File: src/hw/rtl/cpb_pkg.sv
`timescale 1ns / 1ps
`default_nettype none

package cpb_pkg;

  // Bus item operations
  localparam logic [1:0] OP_TICK  = 2'd0;
  localparam logic [1:0] OP_WRITE = 2'd1;
  localparam logic [1:0] OP_READ  = 2'd2;

  // PPU request codes
  localparam logic [1:0] PPU_REQ_NONE  = 2'd0;
  localparam logic [1:0] PPU_REQ_READ  = 2'd1;
  localparam logic [1:0] PPU_REQ_WRITE = 2'd2;

  // Address map
  localparam logic [15:0] RAM_TOP      = 16'h1FFF;
  localparam logic [15:0] PPU_BASE     = 16'h2000;
  localparam logic [15:0] PPU_TOP      = 16'h3FFF;
  localparam logic [15:0] DMA_TRIGGER  = 16'h4014;
  localparam logic [15:0] PAD0_ADDR    = 16'h4016;
  localparam logic [15:0] PAD1_ADDR    = 16'h4017;

  // Sprite memory size and the tick phase counter period
  localparam int unsigned OAM_BYTES = 256;
  localparam logic [7:0]  OAM_LAST  = 8'(OAM_BYTES - 1);
  localparam logic [2:0]  PHASE_A   = 3'd0;
  localparam logic [2:0]  PHASE_B   = 3'd3;
  localparam logic [2:0]  PHASE_END = 3'd5;

  // Decoded target of one bus access
  typedef enum logic [2:0] {
    REG_NONE = 3'd0,
    REG_CART = 3'd1,
    REG_RAM  = 3'd2,
    REG_PPU  = 3'd3,
    REG_DMA  = 3'd4,
    REG_PAD  = 3'd5
  } region_t;

  // One result item
  typedef struct packed {
    logic [7:0]  read_data;
    logic        cpu_step;
    logic        nmi_out;
    logic [1:0]  ppu_request;
    logic [2:0]  ppu_register;
    logic        ppu_peek;
    logic [7:0]  bus_data_out;
    logic        oam_write;
    logic [7:0]  oam_index;
    logic [15:0] dma_source_address;
    logic        dma_active;
  } result_t;

endpackage

`default_nettype wire

File: src/hw/rtl/cpb_addr_decode.sv
`timescale 1ns / 1ps
`default_nettype none

module cpb_addr_decode (
  input  wire logic [15:0]     address,
  input  wire logic            cart_claims,
  output cpb_pkg::region_t     region
);
  import cpb_pkg::*;

  // Priority decode: cartridge, RAM, PPU, DMA trigger, controllers
  always_comb begin
    if (cart_claims) begin
      region = REG_CART;
    end else if (address <= RAM_TOP) begin
      region = REG_RAM;
    end else if (address >= PPU_BASE && address <= PPU_TOP) begin
      region = REG_PPU;
    end else if (address == DMA_TRIGGER) begin
      region = REG_DMA;
    end else if (address == PAD0_ADDR || address == PAD1_ADDR) begin
      region = REG_PAD;
    end else begin
      region = REG_NONE;
    end
  end

endmodule

`default_nettype wire

File: config.mk
export PLATFORM = sky130hd
export DESIGN_NAME = cpb_addr_decode
export DESIGN_NICKNAME = d
export VERILOG_FILES = /design/src/hw/rtl/cpb_pkg.sv /design/src/hw/rtl/cpb_addr_decode.sv
export SDC_FILE = /design/constraint.sdc
export NUM_CORES = 1
export LEC_CHECK = 0
export BUFFER_PORTS_ARGS = -buffer_cell sky130_fd_sc_hd__buf_2
export CAP_MARGIN = 40
export CORE_AREA = 5 5 42 44
export DETAILED_ROUTE_END_ITERATION = 8
export DIE_AREA = 0 0 47 49
export GPL_ROUTABILITY_DRIVEN = 0
export SYNTH_ARGS = -nofsm -noshare
export SYNTH_HDL_FRONTEND = slang
export SYNTH_SLANG_ARGS = --single-unit
export TNS_END_PERCENT = 20
File: constraint.sdc
create_clock -name vclk -period 0.9
set_input_delay 0.045 -clock vclk [all_inputs]
set_output_delay 0.045 -clock vclk [all_outputs]
set_load 0.05 [all_outputs]
# --- Word-level counts from Yosys, hierarchy flattened ---
# Index checks and enable logic that the tools add are counted.
op_classes:
  n_lt_le_gt_ge: 3
  n_eq_ne: 3
  mux: 5
  reduce_logical: 2
ops:
  columns: ["operator", "n"]
  rows:
  - ["equality test 16 x 15 -> 1 bit (second input constant)", 3]
  - [">= comparator 16 x 14 -> 1 bit (second input constant)", 1]
  - ["less-or-equal comparator 16 x 13 -> 1 bit (second input constant)", 1]
  - ["less-or-equal comparator 16 x 14 -> 1 bit (second input constant)", 1]
  - ["2-to-1 mux 3 bit", 5]
  - ["logical AND 1 bit", 1]
  - ["logical OR 1 bit", 1]
totals:
  reg_bits: 0
  inputBits: 17
  output_inout_bits: 3
  wordCells: 13

# --- Depth between registers and ports, before layout ---
# Gate-level depths: netlist of the first run.
logic_depth:
  word_depth: 7
  ltp_mapped: 3
  ltp_nobuf: 3

# --- Worst setup path after synthesis of the first run ---
# Ideal clock, no wire load.
synth_timing:
  path_kind: "in2out"
  startpoint: "input address[10]"
  endpoint: "output region[0]"
  arrival_ns: 1.174
  required_time_ns: 0.855
  setup_slack_ns: -0.319
  path_stages: 3
  path_buffers: 0
  path_cell_list: "nor4b_2 nand4_1 o21ai_1"
synth_between:
  elab_chain_cells: 7
  elab_cells_between_ends: 13
  classes_between: "3 x order compare; 3 x eq/ne; 5 x mux; 2 x reduce/logical"
synth_lines:
  columns: ["element", "line", "text"]
  rows:
  - ["from (decl)", "cpb_addr_decode.sv:5", "input wire logic [15:0] address,"]
  - ["parallel branches: the longest is 5 deep, another holds >= comparator 16 x 14 -> 1 bit", null, null]
  - ["2-to-1 mux 3 bit *", "cpb_addr_decode.sv:15", "end else if (address <= RAM_TOP) begin"]
  - ["2-to-1 mux 3 bit *", "cpb_addr_decode.sv:13", "if (cart_claims) begin"]
  - ["to (decl)", "cpb_addr_decode.sv:7", "output cpb_pkg::region_t region"]
# Every way passes the cells marked *.

# --- Final worst setup path of the first run ---
layout_timing:
  startpoint: "input address[7]"
  endpoint: "output region[2]"
# The elaborated chain is that of the path after synthesis.

==> results.sh, run 1 <==
export IMPL_stdcell_count=49
export IMPL_syn_avg_cell_area_um2=7.62
export IMPL_seq_area_um2=0
export IMPL_p_int_uw=58.2
export IMPL_cts_setup_buffers=0
export IMPL_violations="setup timing"
export IMPL_routed_via_count=181
export IMPL_hold_path_class="input port to output port"
export IMPL_ant_nets=0
export IMPL_crit_chain="buf_2, nor4b_2, nand4_1, a211oi_4, buf_6"
export IMPL_final_hold_violation_count=0
export IMPL_dp_cells=49
export IMPL_antenna_cells=0
export IMPL_netlist_instances=11
export IMPL_p_per_area_nw_per_um2=395
export IMPL_drt_initial_drc_count=0
export IMPL_slew_viol_final=0
export IMPL_critPathMaxFanout=2
export IMPL_grt_use_total=0.0316
export IMPL_synth_distinct_cells=10
export IMPL_synth_top_cell_area_share=0.358
export IMPL_drive_gt1_frac=0.848
export IMPL_arrival_ps=1020
export IMPL_routed_via_density=3.69
export IMPL_critPathLaunchType="input port"
export IMPL_synth_largest_area_cell="nor4b_2"
export IMPL_power_frac_comb=1.000
export IMPL_min_period_ps=1070
export IMPL_p_leak_uw=0.000128
export IMPL_drc=0
export IMPL_dieArea_um2=2300
export IMPL_cp_end_kind="output port"
export IMPL_finalPower_uw=111
export IMPL_max_freq_mhz=938
export IMPL_netlist_top_cells_area="nor4b_2, a211oi_2, nand4_1, nor2b_1, nor4_1"
export IMPL_path_delay_family="simple AND/OR/NAND/NOR gates"
export IMPL_finalCritPeriodShare=1.18
export IMPL_cap_violations=0
export IMPL_ir_worst_vdd_mv=0.0601
export IMPL_nFillCells=162
export IMPL_status="complete, but fails checks"
export IMPL_seq_cells=0
export IMPL_wl_per_cell_um=9.90
export IMPL_layout_setup_ws_ps=-166
export IMPL_ios=20
export IMPL_slowest_delay_ps=250
export IMPL_syn_cell_area_um2=83.8
export IMPL_grt_overflow=0
export IMPL_cts_hold_buffers=0
export IMPL_cp_slowest_cell="nor4b_2"
export IMPL_io_buffers=20
export IMPL_cp_data_required_time_ps=850
export IMPL_rows=14
export IMPL_slew_headroom=0.829
export IMPL_core_area_um2=1400
export IMPL_clkPwrFrac=0
export IMPL_initial_core_util=0.0598
export IMPL_syn_to_final_growth_pct=236
export IMPL_synth_nets=28
export IMPL_chipHeight_um=49
export IMPL_p_seq_frac=0
export IMPL_dr_pass1_iters=1
export IMPL_clock_buffers=0
export IMPL_routed_wl_um=485
export IMPL_finalNetCount=52
export IMPL_dpl_cell_area_um2=235
export IMPL_grt_max_degree=4
export IMPL_switchingPower_uw=52.9
export IMPL_rsz0062_at_grt="yes"
export IMPL_synth_seq_area_share=0
export IMPL_setup_violations=2
export IMPL_die_w_um=47
export IMPL_path_class="input port to output port"
export IMPL_critPathBufInv=2
export IMPL_antenna_found_initial=0
export IMPL_switching_share=0.476
export IMPL_fin_area_um2=282
export IMPL_grt_pass1_vias=169
export IMPL_tightest_slew_ps=258
export IMPL_ys_warn_count=0
export IMPL_grt_first_pass_wirelength_um=558
power by group through the flow:
stage / Sequential, µW / Combinational, µW / Clock (µW)
after global routing: 0 / 117 / 0
after floorplan: 0 / 33.7 / 0
after detailed placement: 0 / 92.2 / 0
after global placement: 0 / 89.4 / 0
after CTS: 0 / 109 / 0
final: 0 / 111 / 0
layer usage:
| layer | up-vias | global-route usage | part of all wire |
|---|---|---|---|
| li1 | 89 | - | - |
| met1 | 79 | 0.0174 | 0.25 |
| met2 | 13 | 0.0837 | 0.56 |
| met3 | 0 | 0 | 0.18 |
| met4 | 0 | 0 | 0 |
| met5 | - | 0 | 0 |
worst paths after layout:
kind                    from         to  slack (ps)  cells past startpoint
setup / recovery  address[7]  region[2]        -170                      5
hold / removal    address[0]  region[2]         390                      3
placed cells by master (no fill, tap or decap):
cell / count
a211oi_4: 1
a21oi_1: 1
buf_2: 15
buf_4: 2
buf_6: 5
inv_1: 1
nand4_1: 1
nor2_1: 1
nor2b_1: 1
nor3_2: 1
nor4_2: 1
nor4b_2: 1
nor4b_4: 1
o21ai_2: 1
per-stage QoR:
step	setup WS (ps)	util	setup TNS (ps)	hold WS, ps
4_1_cts	-183	0.196	-328	389
2_1_floorplan	-142	-	-268	153
5_1_grt	-225	0.201	-395	401
3_3_place_gp	-266	0.168	-482	444
6_report	-166	0.201	-298	387
3_5_place_dp	-291	0.168	-538	443
cell usage after synthesis:
| library cell | instances |
|---|---|
| nor2_1 | 1 |
| inv_1 | 1 |
| nor4b_2 | 2 |
| a211oi_2 | 1 |
| nor4_1 | 1 |
| o21ai_1 | 1 |
| nand4_1 | 1 |
| a21oi_1 | 1 |
| nor3_1 | 1 |
| nor2b_1 | 1 |
cells by family (layout without fill, tap and decap cells):
family                 Yosys count  in the layout  synth area share
buffers and inverters            1             23            0.0447
AND/OR/NAND/NOR                  7              7             0.687
AO/OA/AOI/OAI                    3              3             0.269
repair_timing:
item | in CTS | in global routing
hold endpoints to repair | 0 | 0
gates resized for setup | 8 | 1
endpoints found under the setup margin | 2 | 2
pin swaps | 1 | 0
cell type report:
cell class                      instances  area [µm²]  area share
Multi-Input combinational cell         10         111       0.396
Timing Repair Buffer                   22         146       0.520
Inverter                                1        3.75      0.0133
Tap cell                               16        20.0      0.0711
No activity file was read; power rests on OpenSTA's default activity.
==> run 2, diff against run 1 <==
--- a/config.mk
+++ b/config.mk
@@ -11,6 +11,7 @@
 export DETAILED_ROUTE_END_ITERATION = 8
 export DIE_AREA = 0 0 47 49
 export GPL_ROUTABILITY_DRIVEN = 0
+export PLACE_DENSITY_LB_ADDON = 0.08
 export SYNTH_ARGS = -nofsm -noshare
 export SYNTH_HDL_FRONTEND = slang
 export SYNTH_SLANG_ARGS = --single-unit
==> run 2 against run 1 <==
The run still ends with setup timing left; combinational power up 5%; flip-flop and latch count unchanged; fmax is 1.7% lower; via count fell by 2.2%; critical endpoint unchanged; largest cell class unchanged; highest routed layer unchanged.
==> results.sh, run 2 (synthesis results as in run 1) <==
export IMPL_status="complete, but fails checks"
export IMPL_violations="setup timing"
export IMPL_ir_worst_vdd_mv=0.0993
export IMPL_nFillCells=161
export IMPL_finalCritPeriodShare=1.20
export IMPL_layout_setup_ws_ps=-184
export IMPL_core_area_um2=1400
export IMPL_dr_pass1_iters=2
export IMPL_grt_max_degree=4
export IMPL_stdcell_count=49
export IMPL_startpoint="address[10]"
export IMPL_slew_viol_final=0
export IMPL_cap_violations=0
export IMPL_p_leak_uw=0.000132
export IMPL_p_int_uw=62.0
export IMPL_path_class="input port to output port"
export IMPL_p_per_area_nw_per_um2=395
export IMPL_routed_wl_um=480
export IMPL_grt_first_pass_wirelength_um=731
export IMPL_critPathLaunchType="input port"
export IMPL_place_ws_ps=-322
export IMPL_postLayoutCoreUtil=0.212
export IMPL_dpl_cell_area_um2=235
export IMPL_grt_pass1_vias=196
export IMPL_ant_nets=0
export IMPL_antenna_found_initial=0
export IMPL_die_w_um=47
export IMPL_arrival_ps=1040
export IMPL_rsz0062_at_grt="yes"
export IMPL_cp_end_kind="output port"
export IMPL_tightest_slew_ps=250
export IMPL_drive_gt1_frac=0.848
export IMPL_p_seq_frac=0
export IMPL_multi_input_area_um2=120
export IMPL_seq_cells=0
export IMPL_initial_core_util=0.0598
export IMPL_seq_area_um2=0
export IMPL_antenna_cells=0
export IMPL_max_freq_mhz=923
export IMPL_clkPwrFrac=0
export IMPL_layout_common_cells="buf_2, buf_6, buf_4"
export IMPL_hold_path_class="input port to output port"
export IMPL_dieArea_um2=2300
export IMPL_cts_setup_buffers=0
export IMPL_drt_initial_drc_count=3
export IMPL_final_hold_violation_count=0
export IMPL_mostFrequentLayoutCell="buf_2"
export IMPL_wl_per_cell_um=9.80
export IMPL_critPathMaxFanout=2
export IMPL_grt_overflow=0
export IMPL_clock_buffers=0
export IMPL_cp_data_required_time_ps=850
export IMPL_cts_hold_buffers=0
export IMPL_io_buffers=20
export IMPL_drc=0
export IMPL_routed_via_density=3.61
export IMPL_routed_via_count=177
export IMPL_finalNetCount=52
export IMPL_power_frac_comb=1.000
export IMPL_switching_share=0.471
export IMPL_fin_hold_ws_ps=390
export IMPL_fin_area_um2=297
export IMPL_setup_violations=2
export IMPL_ios=20
export IMPL_dp_cells=49
export IMPL_hp_start="address[0]"
export IMPL_min_period_ps=1080
export IMPL_syn_to_final_growth_pct=254
export IMPL_rows=14
export IMPL_switchingPower_uw=55.1
export IMPL_slew_headroom=0.835
export IMPL_chipHeight_um=49
export IMPL_grt_use_total=0.0393
[run 2: cell counts in the layout (fill, tap and decap cells not counted)]
No cell type changed its count.
[run 2: layer usage]
layer,part of all wire,GRT usage
met3,0.22,0.0148
met1,0.36,0.0457
met5,0,0
met2,0.42,0.0701
met4,0,0
[run 2: stage by stage]
| stage | power (µW) | setup TNS, ps |
|---|---|---|
| after global routing | 127 | -502 |
| after CTS | 109 | -367 |
| final | 117 | -324 |
| after floorplan | 33.7 | -268 |
| after detailed placement | 91.8 | -593 |
| after global placement | 90.2 | -586 |
[run 2: worst max-delay path, cell delays in order]
cell and delay [ps]:
buf_6 100, nor4b_4 270, nand4_1 230, a211oi_4 220
buf_6 190
[run 2: path summary, 6_finish.rpt]
kind                         to  slack, ps  cells past startpoint
worst max-delay path  region[2]       -180                      5
worst min-delay path  region[2]        390                      3
[run 2: power groups by stage]
stage               logic (µW)  registers (µW)  clock network, µW
global placement          90.2               0                  0
CTS                        109               0                  0
detailed placement        91.8               0                  0
floorplan                 33.7               0                  0
global route               127               0                  0
finish                     117               0                  0
[run 2: timing repair]
action                                  in CTS  in global routing
gates cloned                                 0                  0
pin swaps                                    1                  1
resized for setup                            8                  3
endpoints found under the setup margin       2                  2
[run 2: final cells by class]
| type | count | share of cell area |
|---|---|---|
| Tap cell | 16 | 0.0675 |
| Multi-Input combinational cell | 10 | 0.405 |
| Timing Repair Buffer | 22 | 0.515 |
| Inverter | 1 | 0.0127 |
